### config.mk
export PLATFORM = sky130hd
export DESIGN_NAME = brew_by_weight_shot_controller_flat
export DESIGN_NICKNAME = d
export VERILOG_FILES = /design/src/rtl/core/bbw_pkg.sv /design/src/rtl/core/bbw_req_if.sv /design/src/rtl/core/bbw_rsp_if.sv /design/src/rtl/core/bbw_csr_if.sv /design/src/rtl/core/brew_by_weight_shot_controller.sv /design/src/flat_wrapper.sv
export SDC_FILE = /design/constraint.sdc
export NUM_CORES = 1
export LEC_CHECK = 0
export BUFFER_PORTS_ARGS = -buffer_cell sky130_fd_sc_hd__buf_4
export CORE_ASPECT_RATIO = 1.4
export CORE_MARGIN = 10
export CORE_UTILIZATION = 25
export DETAILED_ROUTE_END_ITERATION = 16
export GPL_TIMING_DRIVEN = 0
export PLACE_DENSITY = 0.49
export RECOVER_POWER = 25
export REMOVE_ABC_BUFFERS = 1
export SYNTH_ARGS = -nofsm -noshare
export SYNTH_HDL_FRONTEND = slang
export SYNTH_SLANG_ARGS = --single-unit
### constraint.sdc
create_clock -name clock -period 13.3 [get_ports clock]
set_input_delay 1.995 -clock clock [delete_from_list [all_inputs] [get_ports clock]]
set_output_delay 1.995 -clock clock [all_outputs]
set_load 0.02 [all_outputs]
### src/rtl/core/bbw_pkg.sv
// ----------------------------------------------------------------------------
// bbw_pkg
// Shared types and constants of the brew-by-weight shot controller: field
// widths, register indexes, phase codes and the result item layout.
// ----------------------------------------------------------------------------
package bbw_pkg;

   localparam int WEIGHT_W   = 16;
   localparam int TIME_W     = 16;
   localparam int TARGET_W   = 14;
   localparam int DEBOUNCE_W = 10;
   localparam int PHASE_W    = 2;
   localparam int CSR_IDX_W  = 3;
   localparam int CSR_DATA_W = 16;

   localparam logic [TARGET_W-1:0]   TARGET_MAX   = 14'd9999;
   localparam logic [TARGET_W-1:0]   TARGET_RESET = 14'd300;
   localparam logic [DEBOUNCE_W-1:0] SINCE_MAX    = 10'd1023;
   localparam logic [TIME_W-1:0]     TIME_MAX     = 16'hFFFF;

   localparam logic [DEBOUNCE_W-1:0] DEBOUNCE_RESET = 10'd300;
   localparam logic [TIME_W-1:0]     CANCEL_RESET   = 16'd8000;
   localparam logic [TIME_W-1:0]     MIN_STOP_RESET = 16'd10000;
   localparam logic [TIME_W-1:0]     MAX_SHOT_RESET = 16'd50000;
   localparam logic [TIME_W-1:0]     DRIP_RESET     = 16'd3000;

   localparam logic [PHASE_W-1:0] PHASE_CODE_IDLE = 2'd0;
   localparam logic [PHASE_W-1:0] PHASE_CODE_BREW = 2'd1;
   localparam logic [PHASE_W-1:0] PHASE_CODE_POST = 2'd2;

   typedef enum logic [CSR_IDX_W-1:0] {
      CSR_DEBOUNCE     = 3'd0,
      CSR_CANCEL_LIMIT = 3'd1,
      CSR_MIN_STOP     = 3'd2,
      CSR_MAX_SHOT     = 3'd3,
      CSR_DRIP         = 3'd4
   } csr_index_type;

   typedef enum logic [2:0] {
      PH_IDLE = 3'b001,
      PH_BREW = 3'b010,
      PH_POST = 3'b100
   } phase_type;

   typedef struct packed {
      logic [PHASE_W-1:0]         phase;
      logic                       pump_on;
      logic [TARGET_W-1:0]        goal_weight;
      logic signed [WEIGHT_W-1:0] shot_weight;
      logic [TIME_W-1:0]          shot_time_ms;
      logic signed [WEIGHT_W-1:0] last_weight;
      logic [TIME_W-1:0]          last_time_ms;
      logic                       shot_done;
   } rsp_type;

endpackage

### src/rtl/core/bbw_req_if.sv
// ----------------------------------------------------------------------------
// bbw_req_if
// Input channel: one millisecond tick with button, encoder and scale data.
// ----------------------------------------------------------------------------
interface bbw_req_if;
   import bbw_pkg::*;

   logic                       valid;
   logic                       ready;
   logic                       button_press;
   logic                       enc_a;
   logic                       enc_b;
   logic signed [WEIGHT_W-1:0] scale_weight;

   modport source (output valid, output button_press, output enc_a, output enc_b,
                   output scale_weight, input ready);
   modport sink (input valid, input button_press, input enc_a, input enc_b,
                 input scale_weight, output ready);
endinterface

### src/rtl/core/bbw_rsp_if.sv
// ----------------------------------------------------------------------------
// bbw_rsp_if
// Result channel: controller status for one tick.
// ----------------------------------------------------------------------------
interface bbw_rsp_if;
   import bbw_pkg::*;

   logic                       valid;
   logic                       ready;
   logic [PHASE_W-1:0]         phase;
   logic                       pump_on;
   logic [TARGET_W-1:0]        goal_weight;
   logic signed [WEIGHT_W-1:0] shot_weight;
   logic [TIME_W-1:0]          shot_time_ms;
   logic signed [WEIGHT_W-1:0] last_weight;
   logic [TIME_W-1:0]          last_time_ms;
   logic                       shot_done;

   modport source (output valid, output phase, output pump_on, output goal_weight,
                   output shot_weight, output shot_time_ms, output last_weight,
                   output last_time_ms, output shot_done, input ready);
   modport sink (input valid, input phase, input pump_on, input goal_weight,
                 input shot_weight, input shot_time_ms, input last_weight,
                 input last_time_ms, input shot_done, output ready);
endinterface

### src/rtl/core/bbw_csr_if.sv
// ----------------------------------------------------------------------------
// bbw_csr_if
// Configuration write channel: register index and write data.
// ----------------------------------------------------------------------------
interface bbw_csr_if;
   import bbw_pkg::*;

   logic                  valid;
   logic                  ready;
   logic [CSR_IDX_W-1:0]  index;
   logic [CSR_DATA_W-1:0] data;

   modport source (output valid, output index, output data, input ready);
   modport sink (input valid, input index, input data, output ready);
endinterface

### src/rtl/core/brew_by_weight_shot_controller.sv
// ----------------------------------------------------------------------------
// brew_by_weight_shot_controller
// Shot controller stepped once per millisecond tick item.
// ----------------------------------------------------------------------------
// Usage:
//  req_item carries one tick: button press event, encoder levels and the
//  summed scale weight. rsp_item returns one status item per tick: phase,
//  pump drive, target, tared weight, brew time, latched last shot and the
//  shot_done pulse. csr_write sets the five timing registers by index; it
//  is always ready and a write to an unknown index is dropped.
//  The status of a tick is registered and appears on rsp_item in the
//  cycle after its item is accepted. Throughput is one item per cycle;
//  the controller state and the result register both update on the
//  accepting edge, so the next tick can enter at once.
//  When the receiver stalls, the result register holds and req_item.ready
//  drops until the held item is taken; nothing is lost or repeated.
//  Reset (synchronous, active high) restores idle phase, clears timers,
//  tare and last shot, sets the target to 30.0 g and the registers to
//  their defaults, and empties the result register.
// ----------------------------------------------------------------------------
module brew_by_weight_shot_controller (
   input logic       clock,
   input logic       reset,
   bbw_req_if.sink   req_item,
   bbw_rsp_if.source rsp_item,
   bbw_csr_if.sink   csr_write
);
   import bbw_pkg::*;

   logic [DEBOUNCE_W-1:0] debounce_ff;
   logic [TIME_W-1:0]     cancel_ff, min_stop_ff, max_shot_ff, drip_ff;

   phase_type                  phase_ff, phase_in;
   logic [DEBOUNCE_W-1:0]      since_ff, since_in;
   logic [TIME_W-1:0]          brew_ff, brew_in;
   logic [TIME_W-1:0]          drip_timer_ff, drip_timer_in;
   logic signed [WEIGHT_W-1:0] tare_ff, tare_in;
   logic [TARGET_W-1:0]        target_ff, target_in;
   logic                       enc_prev_ff, enc_prev_in;
   logic                       latched_ff, latched_in;
   logic signed [WEIGHT_W-1:0] last_weight_ff, last_weight_in;
   logic [TIME_W-1:0]          last_time_ff, last_time_in;

   logic    rsp_valid_ff, rsp_valid_in;
   rsp_type rsp_ff, rsp_in;

   logic                       accept;
   logic [DEBOUNCE_W-1:0]      since_inc;
   logic                       press;
   logic [TIME_W-1:0]          brew_inc, drip_inc;
   logic signed [WEIGHT_W:0]   diff;
   logic signed [WEIGHT_W-1:0] tared_cur, tared_out;
   logic                       over_target;
   logic                       done;

   assign req_item.ready  = !rsp_valid_ff || rsp_item.ready;
   assign accept          = req_item.valid && req_item.ready;
   assign csr_write.ready = 1'b1;

   always_ff @(posedge clock) begin
      if (reset) begin
         debounce_ff <= DEBOUNCE_RESET;
         cancel_ff   <= CANCEL_RESET;
         min_stop_ff <= MIN_STOP_RESET;
         max_shot_ff <= MAX_SHOT_RESET;
         drip_ff     <= DRIP_RESET;
      end else if (csr_write.valid) begin
         case (csr_index_type'(csr_write.index))
            CSR_DEBOUNCE:     debounce_ff <= csr_write.data[DEBOUNCE_W-1:0];
            CSR_CANCEL_LIMIT: cancel_ff   <= csr_write.data[TIME_W-1:0];
            CSR_MIN_STOP:     min_stop_ff <= csr_write.data[TIME_W-1:0];
            CSR_MAX_SHOT:     max_shot_ff <= csr_write.data[TIME_W-1:0];
            CSR_DRIP:         drip_ff     <= csr_write.data[TIME_W-1:0];
            default: ;
         endcase
      end
   end

   always_comb begin
      since_inc = (since_ff != SINCE_MAX) ? since_ff + 1'b1 : since_ff;
      press     = req_item.button_press &&
                  ((since_inc > debounce_ff) || (since_inc == SINCE_MAX));
      since_in  = press ? '0 : since_inc;
      brew_inc  = (brew_ff != TIME_MAX) ? brew_ff + 1'b1 : brew_ff;
      drip_inc  = (drip_timer_ff != TIME_MAX) ? drip_timer_ff + 1'b1 : drip_timer_ff;

      diff = {req_item.scale_weight[WEIGHT_W-1], req_item.scale_weight} -
             {tare_ff[WEIGHT_W-1], tare_ff};
      if (diff[WEIGHT_W] != diff[WEIGHT_W-1]) begin
         tared_cur = diff[WEIGHT_W] ? {1'b1, {(WEIGHT_W-1){1'b0}}}
                                    : {1'b0, {(WEIGHT_W-1){1'b1}}};
      end else begin
         tared_cur = diff[WEIGHT_W-1:0];
      end
      over_target = tared_cur > $signed({{(WEIGHT_W-TARGET_W){1'b0}}, target_ff});

      phase_in       = phase_ff;
      brew_in        = brew_ff;
      drip_timer_in  = drip_timer_ff;
      tare_in        = tare_ff;
      target_in      = target_ff;
      enc_prev_in    = enc_prev_ff;
      latched_in     = latched_ff;
      last_weight_in = last_weight_ff;
      last_time_in   = last_time_ff;
      done           = 1'b0;
      tared_out      = tared_cur;

      case (phase_ff)
         PH_BREW: begin
            brew_in = brew_inc;
            if (press) begin
               phase_in = (brew_inc < cancel_ff) ? PH_IDLE : PH_POST;
            end else if ((over_target && brew_inc > min_stop_ff) ||
                         brew_inc >= max_shot_ff) begin
               phase_in = PH_POST;
            end
            if (phase_in == PH_POST) begin
               drip_timer_in = '0;
            end
            if (phase_in != PH_BREW) begin
               latched_in = 1'b0;
            end
         end
         PH_POST: begin
            drip_timer_in = drip_inc;
            if (drip_inc >= drip_ff && !latched_ff) begin
               last_weight_in = tared_cur;
               last_time_in   = brew_ff;
               latched_in     = 1'b1;
               done           = 1'b1;
            end
            if (press) begin
               phase_in   = PH_IDLE;
               latched_in = 1'b0;
            end
         end
         default: begin
            phase_in   = PH_IDLE;
            latched_in = 1'b0;
            if (!enc_prev_ff && req_item.enc_a) begin
               if (req_item.enc_b) begin
                  if (target_ff != '0) begin
                     target_in = target_ff - 1'b1;
                  end
               end else if (target_ff < TARGET_MAX) begin
                  target_in = target_ff + 1'b1;
               end
            end
            enc_prev_in = req_item.enc_a;
            if (press) begin
               tare_in   = req_item.scale_weight;
               brew_in   = '0;
               phase_in  = PH_BREW;
               tared_out = '0;
            end
         end
      endcase

      case (phase_in)
         PH_BREW: rsp_in.phase = PHASE_CODE_BREW;
         PH_POST: rsp_in.phase = PHASE_CODE_POST;
         default: rsp_in.phase = PHASE_CODE_IDLE;
      endcase
      rsp_in.pump_on      = (phase_in == PH_BREW);
      rsp_in.goal_weight  = target_in;
      rsp_in.shot_weight  = tared_out;
      rsp_in.shot_time_ms = brew_in;
      rsp_in.last_weight  = last_weight_in;
      rsp_in.last_time_ms = last_time_in;
      rsp_in.shot_done    = done;

      if (accept) begin
         rsp_valid_in = 1'b1;
      end else if (rsp_item.ready) begin
         rsp_valid_in = 1'b0;
      end else begin
         rsp_valid_in = rsp_valid_ff;
      end
   end

   always_ff @(posedge clock) begin
      if (reset) begin
         phase_ff       <= PH_IDLE;
         since_ff       <= '0;
         brew_ff        <= '0;
         drip_timer_ff  <= '0;
         tare_ff        <= '0;
         target_ff      <= TARGET_RESET;
         enc_prev_ff    <= 1'b1;
         latched_ff     <= 1'b0;
         last_weight_ff <= '0;
         last_time_ff   <= '0;
      end else if (accept) begin
         phase_ff       <= phase_in;
         since_ff       <= since_in;
         brew_ff        <= brew_in;
         drip_timer_ff  <= drip_timer_in;
         tare_ff        <= tare_in;
         target_ff      <= target_in;
         enc_prev_ff    <= enc_prev_in;
         latched_ff     <= latched_in;
         last_weight_ff <= last_weight_in;
         last_time_ff   <= last_time_in;
      end
   end

   always_ff @(posedge clock) begin
      if (reset) begin
         rsp_valid_ff <= 1'b0;
      end else begin
         rsp_valid_ff <= rsp_valid_in;
      end
   end

   always_ff @(posedge clock) begin
      if (accept) begin
         rsp_ff <= rsp_in;
      end
   end

   assign rsp_item.valid        = rsp_valid_ff;
   assign rsp_item.phase        = rsp_ff.phase;
   assign rsp_item.pump_on      = rsp_ff.pump_on;
   assign rsp_item.goal_weight  = rsp_ff.goal_weight;
   assign rsp_item.shot_weight  = rsp_ff.shot_weight;
   assign rsp_item.shot_time_ms = rsp_ff.shot_time_ms;
   assign rsp_item.last_weight  = rsp_ff.last_weight;
   assign rsp_item.last_time_ms = rsp_ff.last_time_ms;
   assign rsp_item.shot_done    = rsp_ff.shot_done;

   a_done_not_brewing: assert property (@(posedge clock) disable iff (reset)
      rsp_valid_ff && rsp_ff.shot_done |-> rsp_ff.phase != PHASE_CODE_BREW)
      else $error("shot_done while brewing");

   a_pump_brew: assert property (@(posedge clock) disable iff (reset)
      rsp_valid_ff |-> rsp_ff.pump_on == (rsp_ff.phase == PHASE_CODE_BREW))
      else $error("pump drive does not match phase");

   a_shot_start: assert property (@(posedge clock) disable iff (reset)
      accept && phase_ff != PH_BREW && phase_ff != PH_POST && phase_in == PH_BREW
      |=> rsp_item.shot_time_ms == '0 && rsp_item.shot_weight == '0
          && phase_ff == PH_BREW)
      else $error("shot start did not tare and clear timer");

   a_press_clears: assert property (@(posedge clock) disable iff (reset)
      accept && press |=> since_ff == '0)
      else $error("accepted press did not restart debounce count");

   a_target_bound: assert property (@(posedge clock) disable iff (reset)
      accept |=> target_ff <= TARGET_MAX && $past(since_in) == since_ff)
      else $error("target or debounce state out of step");

endmodule

### src/flat_wrapper.sv
// flat-port wrapper written by rule: the top's interface ports become plain ports
module brew_by_weight_shot_controller_flat import bbw_pkg::*;
  (clock, reset, req_item_valid, req_item_button_press, req_item_enc_a, req_item_enc_b, req_item_scale_weight, req_item_ready, rsp_item_valid, rsp_item_phase, rsp_item_pump_on, rsp_item_goal_weight, rsp_item_shot_weight, rsp_item_shot_time_ms, rsp_item_last_weight, rsp_item_last_time_ms, rsp_item_shot_done, rsp_item_ready, csr_write_valid, csr_write_index, csr_write_data, csr_write_ready);
  bbw_req_if req_item_i ();
  bbw_rsp_if rsp_item_i ();
  bbw_csr_if csr_write_i ();
  input logic clock;
  input logic reset;
  input wire logic [$bits(req_item_i.valid)-1:0] req_item_valid;
  input wire logic [$bits(req_item_i.button_press)-1:0] req_item_button_press;
  input wire logic [$bits(req_item_i.enc_a)-1:0] req_item_enc_a;
  input wire logic [$bits(req_item_i.enc_b)-1:0] req_item_enc_b;
  input wire logic [$bits(req_item_i.scale_weight)-1:0] req_item_scale_weight;
  output wire logic [$bits(req_item_i.ready)-1:0] req_item_ready;
  output wire logic [$bits(rsp_item_i.valid)-1:0] rsp_item_valid;
  output wire logic [$bits(rsp_item_i.phase)-1:0] rsp_item_phase;
  output wire logic [$bits(rsp_item_i.pump_on)-1:0] rsp_item_pump_on;
  output wire logic [$bits(rsp_item_i.goal_weight)-1:0] rsp_item_goal_weight;
  output wire logic [$bits(rsp_item_i.shot_weight)-1:0] rsp_item_shot_weight;
  output wire logic [$bits(rsp_item_i.shot_time_ms)-1:0] rsp_item_shot_time_ms;
  output wire logic [$bits(rsp_item_i.last_weight)-1:0] rsp_item_last_weight;
  output wire logic [$bits(rsp_item_i.last_time_ms)-1:0] rsp_item_last_time_ms;
  output wire logic [$bits(rsp_item_i.shot_done)-1:0] rsp_item_shot_done;
  input wire logic [$bits(rsp_item_i.ready)-1:0] rsp_item_ready;
  input wire logic [$bits(csr_write_i.valid)-1:0] csr_write_valid;
  input wire logic [$bits(csr_write_i.index)-1:0] csr_write_index;
  input wire logic [$bits(csr_write_i.data)-1:0] csr_write_data;
  output wire logic [$bits(csr_write_i.ready)-1:0] csr_write_ready;
  assign req_item_i.valid = req_item_valid;
  assign req_item_i.button_press = req_item_button_press;
  assign req_item_i.enc_a = req_item_enc_a;
  assign req_item_i.enc_b = req_item_enc_b;
  assign req_item_i.scale_weight = req_item_scale_weight;
  assign req_item_ready = req_item_i.ready;
  assign rsp_item_valid = rsp_item_i.valid;
  assign rsp_item_phase = rsp_item_i.phase;
  assign rsp_item_pump_on = rsp_item_i.pump_on;
  assign rsp_item_goal_weight = rsp_item_i.goal_weight;
  assign rsp_item_shot_weight = rsp_item_i.shot_weight;
  assign rsp_item_shot_time_ms = rsp_item_i.shot_time_ms;
  assign rsp_item_last_weight = rsp_item_i.last_weight;
  assign rsp_item_last_time_ms = rsp_item_i.last_time_ms;
  assign rsp_item_shot_done = rsp_item_i.shot_done;
  assign rsp_item_i.ready = rsp_item_ready;
  assign csr_write_i.valid = csr_write_valid;
  assign csr_write_i.index = csr_write_index;
  assign csr_write_i.data = csr_write_data;
  assign csr_write_ready = csr_write_i.ready;
  brew_by_weight_shot_controller u_core (.clock(clock), .reset(reset), .req_item(req_item_i), .rsp_item(rsp_item_i), .csr_write(csr_write_i));
endmodule
# Word level (Yosys, flattened, before mapping)
# Index checks and enable logic that the tools add are counted.
word_totals:
  register_bits: 266
  mem_bits_ro: 0
  elab_cells: 117
  memories: 0
  latchBits: 0
  input_bits: 43
  ram_bits: 0
  out_inout_bits: 85
op_classes:
  reduce_logical: 25
  order_cmp: 7
  muxes: 36
  add_sub_neg: 6
  bitwise_logic: 1
  multipliers: 0
  div: 0
  shifts: 0
  eq_ne: 18
ops:
  columns: ["op", "n"]
  rows:
  - ["$mux 16", 12]
  - ["$mux 14", 5]
  - ["$pmux 16 s2", 2]
  - ["$add 16x1->16 const B", 2]
  - ["$ge 16x16->1", 2]
  - ["$ne 16x16->1 const B", 2]
  - ["$mux 10", 2]
  - ["$sub 16x16->17", 1]
  - ["$gt 16x15->1", 1]
  - ["$gt 16x16->1", 1]
  - ["$lt 16x16->1", 1]
  - ["$mux 3", 5]
  - ["$add 14x1->14 const B", 1]
  - ["$lt 14x14->1 const B", 1]
  - ["$reduce_bool 14->1", 1]
  - ["$sub 14x1->14 const B", 1]
  - ["$eq 3x2->1 const B", 4]
  - ["$eq 3x3->1 const B", 4]
  - ["$reduce_and 2->1", 6]
  - ["$add 10x1->10 const B", 1]
  - ["$eq 10x10->1 const B", 1]
  - ["$gt 10x10->1", 1]
  - ["$ne 10x10->1 const B", 1]
  - ["$reduce_and 3->1", 3]
  - ["other kinds (17)", 32]

# Longest topological paths before layout
logic_depth:
  depth_word: 12
  ltp_mapped: 28
  ltp_nobuf: 26

# Worst setup path after synthesis
# No wires, ideal clock.
synth_path:
  path_type: "input port to flip-flop"
  startpoint: "input port req_item_scale_weight[1]"
  endpoint: "register u_core.drip_timer_ff[3]"
  stages: 25
  setup_slack_ns: 6.654
  setup_time_ns: 0.124
  n_path_buf: 3
  required_ns: 13.176
  arrival_time_ns: 6.521
  cell_sequence: "ha_1 -> nor2b_1 -> o2111ai_1 -> nand3_1 -> o22a_1 -> a311oi_1 -> o21bai_1 -> a21oi_1 -> o21a_1 -> xnor2_1 -> ha_1 -> clkbuf_1 -> clkbuf_1 -> o21a_1 -> inv_1 -> ha_1 -> nand4_1 -> a211o_1 -> o2111ai_1 -> o211ai_1 -> a21oi_1 -> nor2_4 -> o31ai_4 -> buf_6 -> a31oi_1"
synth_between:
  elab_chain_len: 12
  word_cells_on_any_way: 13
  classes_between: "1 x add/sub; 1 x order compare; 3 x eq/ne; 5 x mux; 3 x reduce/logical"
synth_lines:
  columns: ["element", "line", "text"]
  rows:
  - ["start, declared", "flat_wrapper.sv:13", "input wire logic [$bits(req_item_i.scale_weight)-1:0] req_item_scale_weight;"]
  - ["$sub 16x16->17 (*)", "brew_by_weight_shot_controller.sv:87", "diff = {req_item.scale_weight[WEIGHT_W-1], req_item.scale_weight} -"]
  - ["$mux 16 / $ne 1x1->1 (equally long branches)", "brew_by_weight_shot_controller.sv:90, brew_by_weight_shot_controller.sv:89", null]
  - ["$mux 16 (*)", "brew_by_weight_shot_controller.sv:89", "if (diff[WEIGHT_W] != diff[WEIGHT_W-1]) begin"]
  - ["$gt 16x15->1 (*)", "brew_by_weight_shot_controller.sv:95", "over_target = tared_cur > $signed({{(WEIGHT_W-TARGET_W){1'b0}}, target_ff});"]
  - ["$logic_and 1x1->1 (*)", "brew_by_weight_shot_controller.sv:114", "end else if ((over_target && brew_inc > min_stop_ff) ||"]
  - ["$logic_or 1x1->1 (*)", "brew_by_weight_shot_controller.sv:114", null]
  - ["$mux 3 (*)", "brew_by_weight_shot_controller.sv:114", null]
  - ["$mux 3 (*)", "brew_by_weight_shot_controller.sv:112", "if (press) begin"]
  - ["$mux 3 (*)", "brew_by_weight_shot_controller.sv:109", "case (phase_ff)"]
  - ["$eq 3x3->1 (*)", "brew_by_weight_shot_controller.sv:118", "if (phase_in == PH_POST) begin"]
  - ["$ne 2x1->1 (no line) (*)", null, null]
  - ["$reduce_and 3->1 (no line) (*)", null, null]
  - ["end signal, assigned", "brew_by_weight_shot_controller.sv:198", "drip_timer_ff <= drip_timer_in;"]
  - ["end, declared", "brew_by_weight_shot_controller.sv:36", "logic [TIME_W-1:0] drip_timer_ff, drip_timer_in;"]
# Mark *: on every way between the ends. The rest lies on a longest branch, timed or not. The select of a mux whose other input is x is not followed.
# A chain may end at the register's enable or synchronous reset.

==> impl_results.md <==
- Nets: 1953
- CP Capture Type: flop
- Largest net degree at the start of global routing: 87
- Post-Route WL: 43.63 mm
- 1st-pass router iterations: 5
- Die Y: 306.7 um
- Netlist Area Pre-Place: 14680 um2
- Final Setup Violations: 0
- Hold Crit Class: flop to flop
- Crit-path slowest cell: clkbuf_1
- DR top layer: met4
- Status: complete, but fails checks
- Die Wd: 224.8 um
- CP startpoint kind: input pin
- RePlAce Congestion: 0.8396
- Postcts setup bufs: 0
- YS warnings: 0
- Hold-fix buffers, CTS: 0
- Vias in the first global route: 12000
- Worst slew pin tran: 4.445 ns
- Critical path class: input pin to flop
- Commonest cells in the netlist: nand2_1, dfxtp_1, a21oi_1, nor2_1, inv_1
- Syn_area_per_cell: 8.522 um2
- Diodes inserted: 0
- DRC: 0
- Critical path required time: 13.72 ns
- Clock Sinks: 265
- Most frequent cell on the critical path: clkbuf_1
- Via-per-instance ratio: 4.772
- PortBufs: 126
- Met2 WL: 22.72 mm
- Register area: 6116 um2
- Max Cap Viol: 3
- Starting DRT DRC Count: 634
- Post-detail-place hpwl: 32.03 mm
- Max_slew headroom: -196.3%
- CTS Buf Count: 28
- Detailed-route via count: 12260
- Crit path DAT: 9.87 ns
- Failing checks: max-capacitance violations, max-slew violations
- Clk_lat worst skew: 0.57 ns
- Setup TNS: 0 ns
- Syn Inst Count: 1722
- Post-synth top flop: dfxtp_1
- H-tree lvl count: 1
- CTS tree: done
- Met3 wire len: 1.871 mm
- Initial antenna violation count: 0
- Initial Utilization: 25.16%
- Post-synth ARST share: 0%
- CP max stage delay: 3.22 ns
- Met1 wire length: 17.97 mm
- Synth top area share: 25.10%
- Worst setup margin: 3.849 ns
- CP Cell Sequence: clkbuf_1 -> clkbuf_1 -> inv_1 -> buf_12 -> nand2_1 -> nor3_1 -> a31oi_1 -> o21ai_1
- RSZ-0062 raised after global routing: false
- # resized after CTS: 0
- CTS max path bufs: 3
- Most numerous cell in the Yosys netlist: nand2_1
- Area leader, netlist: dfxtp_1
- Critical Path Fanout Max: 86
- Ranking of synthesized cells by area: dfxtp_1, edfxtp_1, ha_1
- Post-DP Area: 16350 um2
- Final instance area: 17130 um2
- Min Tclk post-route: 9.451 ns
- Global route total overflow: 0
- Final worst-path cycle share: 71.06%
- Row cnt: 105
- Clock root cell: clkbuf_16
- FILL cells: 6216
- Seq/Total Area, Yosys: 41.67%
- Clk slew on worst S/H paths: 0.06 ns
- Fin cells: 2570
- Max Fclk: 0.1058 GHz
- Max VDD drop: 0.08369 mV
- Full die area: 68930 um2
- Max-slew violation count: 208
- Avg WL per Cell: 16.98 um
- Post-synth EDFFs: 81
- Antenna-violating nets left: 0
- Core box area: 58330 um2
- Post-synthesis sequential element count: 265
- Dpl ws: 4.670 ns
- Layout Skew: 0.02314 ns
- Layout area overhead: 16.73%
- Multi-input gate area: 7710 um2
- Num ports: 128
- Layout cells sized above 1: 11.97%
- Placed Instances: 2517
- Pleak: 0.006773 uW
- First-pass GRT wire length: 68.17 mm
- Total GRT Usage: 12.31%
- Fin. Hold Viols: 0
- Distinct cell type count after synthesis: 80
- Pwr dens: 110.2 nW/um2
==> cell families after synthesis <==
group / count (synthesis) / share of synthesized area [%]
adder cells (fa/ha/maj): 111 / 9.515
XOR/XNOR: 52 / 3.103
flip-flops: 265 / 41.67
other: 1 / 0.02555
AND/OR/NAND/NOR: 631 / 19.45
buffers and inverters: 218 / 5.874
multiplexers: 42 / 3.138
AO/OA/AOI/OAI: 402 / 17.22
==> power breakdown <==
part           leakage [uW]  internal, uW  total (uW)  switching, uW
sequential          0.00229           870         888           17.2
combinational       0.00407          93.8         256            163
clock              0.000415           410         743            333
total               0.00677          1370        1890            513
==> layout make-up <==
type,count,area share [%]
Clock buffer,40,4.594
Inverter,132,2.900
Tap cell,749,5.471
Timing Repair Buffer,133,5.967
Sequential cell,265,35.70
Multi-Input combinational cell,1239,45.01
Clock inverter,12,0.3579
==> cell usage in the layout, fill, tap and decap left out, types with 5 or more instances in the layout <==
cell / instances
o21a_1: 9
a31oi_1: 13
a21o_1: 16
dfxtp_1: 184
and3_1: 20
clkinv_2: 7
a211o_1: 5
xor2_1: 17
o31ai_1: 9
or2_2: 5
a21oi_1: 156
o211a_1: 9
mux2i_1: 10
nand4_1: 27
a311oi_1: 5
nor2_1: 144
clkbuf_1: 21
nand2_1: 288
nor2b_1: 11
buf_4: 115
inv_1: 130
ha_1: 110
a211oi_1: 18
nor4_1: 6
xnor2_1: 35
mux2_2: 32
nor3_1: 32
and2_1: 16
o21ai_0: 75
nand3_1: 36
clkbuf_16: 29
nand2b_1: 14
edfxtp_1: 81
o21ai_1: 8
o211ai_1: 37
==> path summary, 6_finish.rpt <==
| path | start | end | slack, ns | cells past startpoint |
|---|---|---|---|---|
| worst max-delay path | reset | u_core.drip_timer_ff[7] | 3.85 | 8 |
| worst min-delay path | u_core.last_weight_ff[3] | u_core.last_weight_ff[3] | 0.45 | 2 |
| worst max register to register | u_core.tare_ff[1] | u_core.drip_timer_ff[2] | 6.25 | 25 |
| worst min register to register | u_core.last_weight_ff[3] | u_core.last_weight_ff[3] | 0.45 | 2 |
==> per-stage QoR <==
step                      power [uW]  util, %  hold WS, ns
after global routing            1975    29.37       0.4723
after floorplan                 1052        -       0.4268
after detailed placement        1169    28.04       0.4463
final                           1887    29.37       0.4523
after CTS                       1924    29.49       0.4550
after global placement          1161    27.76       0.4382
==> metal layers <==
| layer | vias up | track usage (%) |
|---|---|---|
| li1 | 6153 | - |
| met1 | 5811 | 14.08 |
| met2 | 246 | 22.88 |
| met3 | 54 | 1.848 |
| met4 | 0 | 3.882 |
| met5 | - | 0 |
==> state kept, by name, indices dropped and copies added (netlist names), 14 cells and up <==
register	count
u_core.brew_ff	16
u_core.cancel_ff	16
u_core.drip_ff	16
u_core.drip_timer_ff	16
u_core.last_time_ff	16
u_core.last_weight_ff	16
u_core.max_shot_ff	16
u_core.min_stop_ff	16
u_core.rsp_item.last_time_ms	16
u_core.rsp_item.last_weight	16
u_core.rsp_item.shot_time_ms	16
u_core.rsp_item.shot_weight	16
u_core.tare_ff	16
u_core.rsp_item.goal_weight	14
u_core.target_ff	14
==> critical path: cells and delay by family <==
kind            cells  cell delay, ns
compound gates      2            0.24
buf+inv             4            7.32
simple gates        2            0.23
No activity file was read; power rests on OpenSTA's default activity.
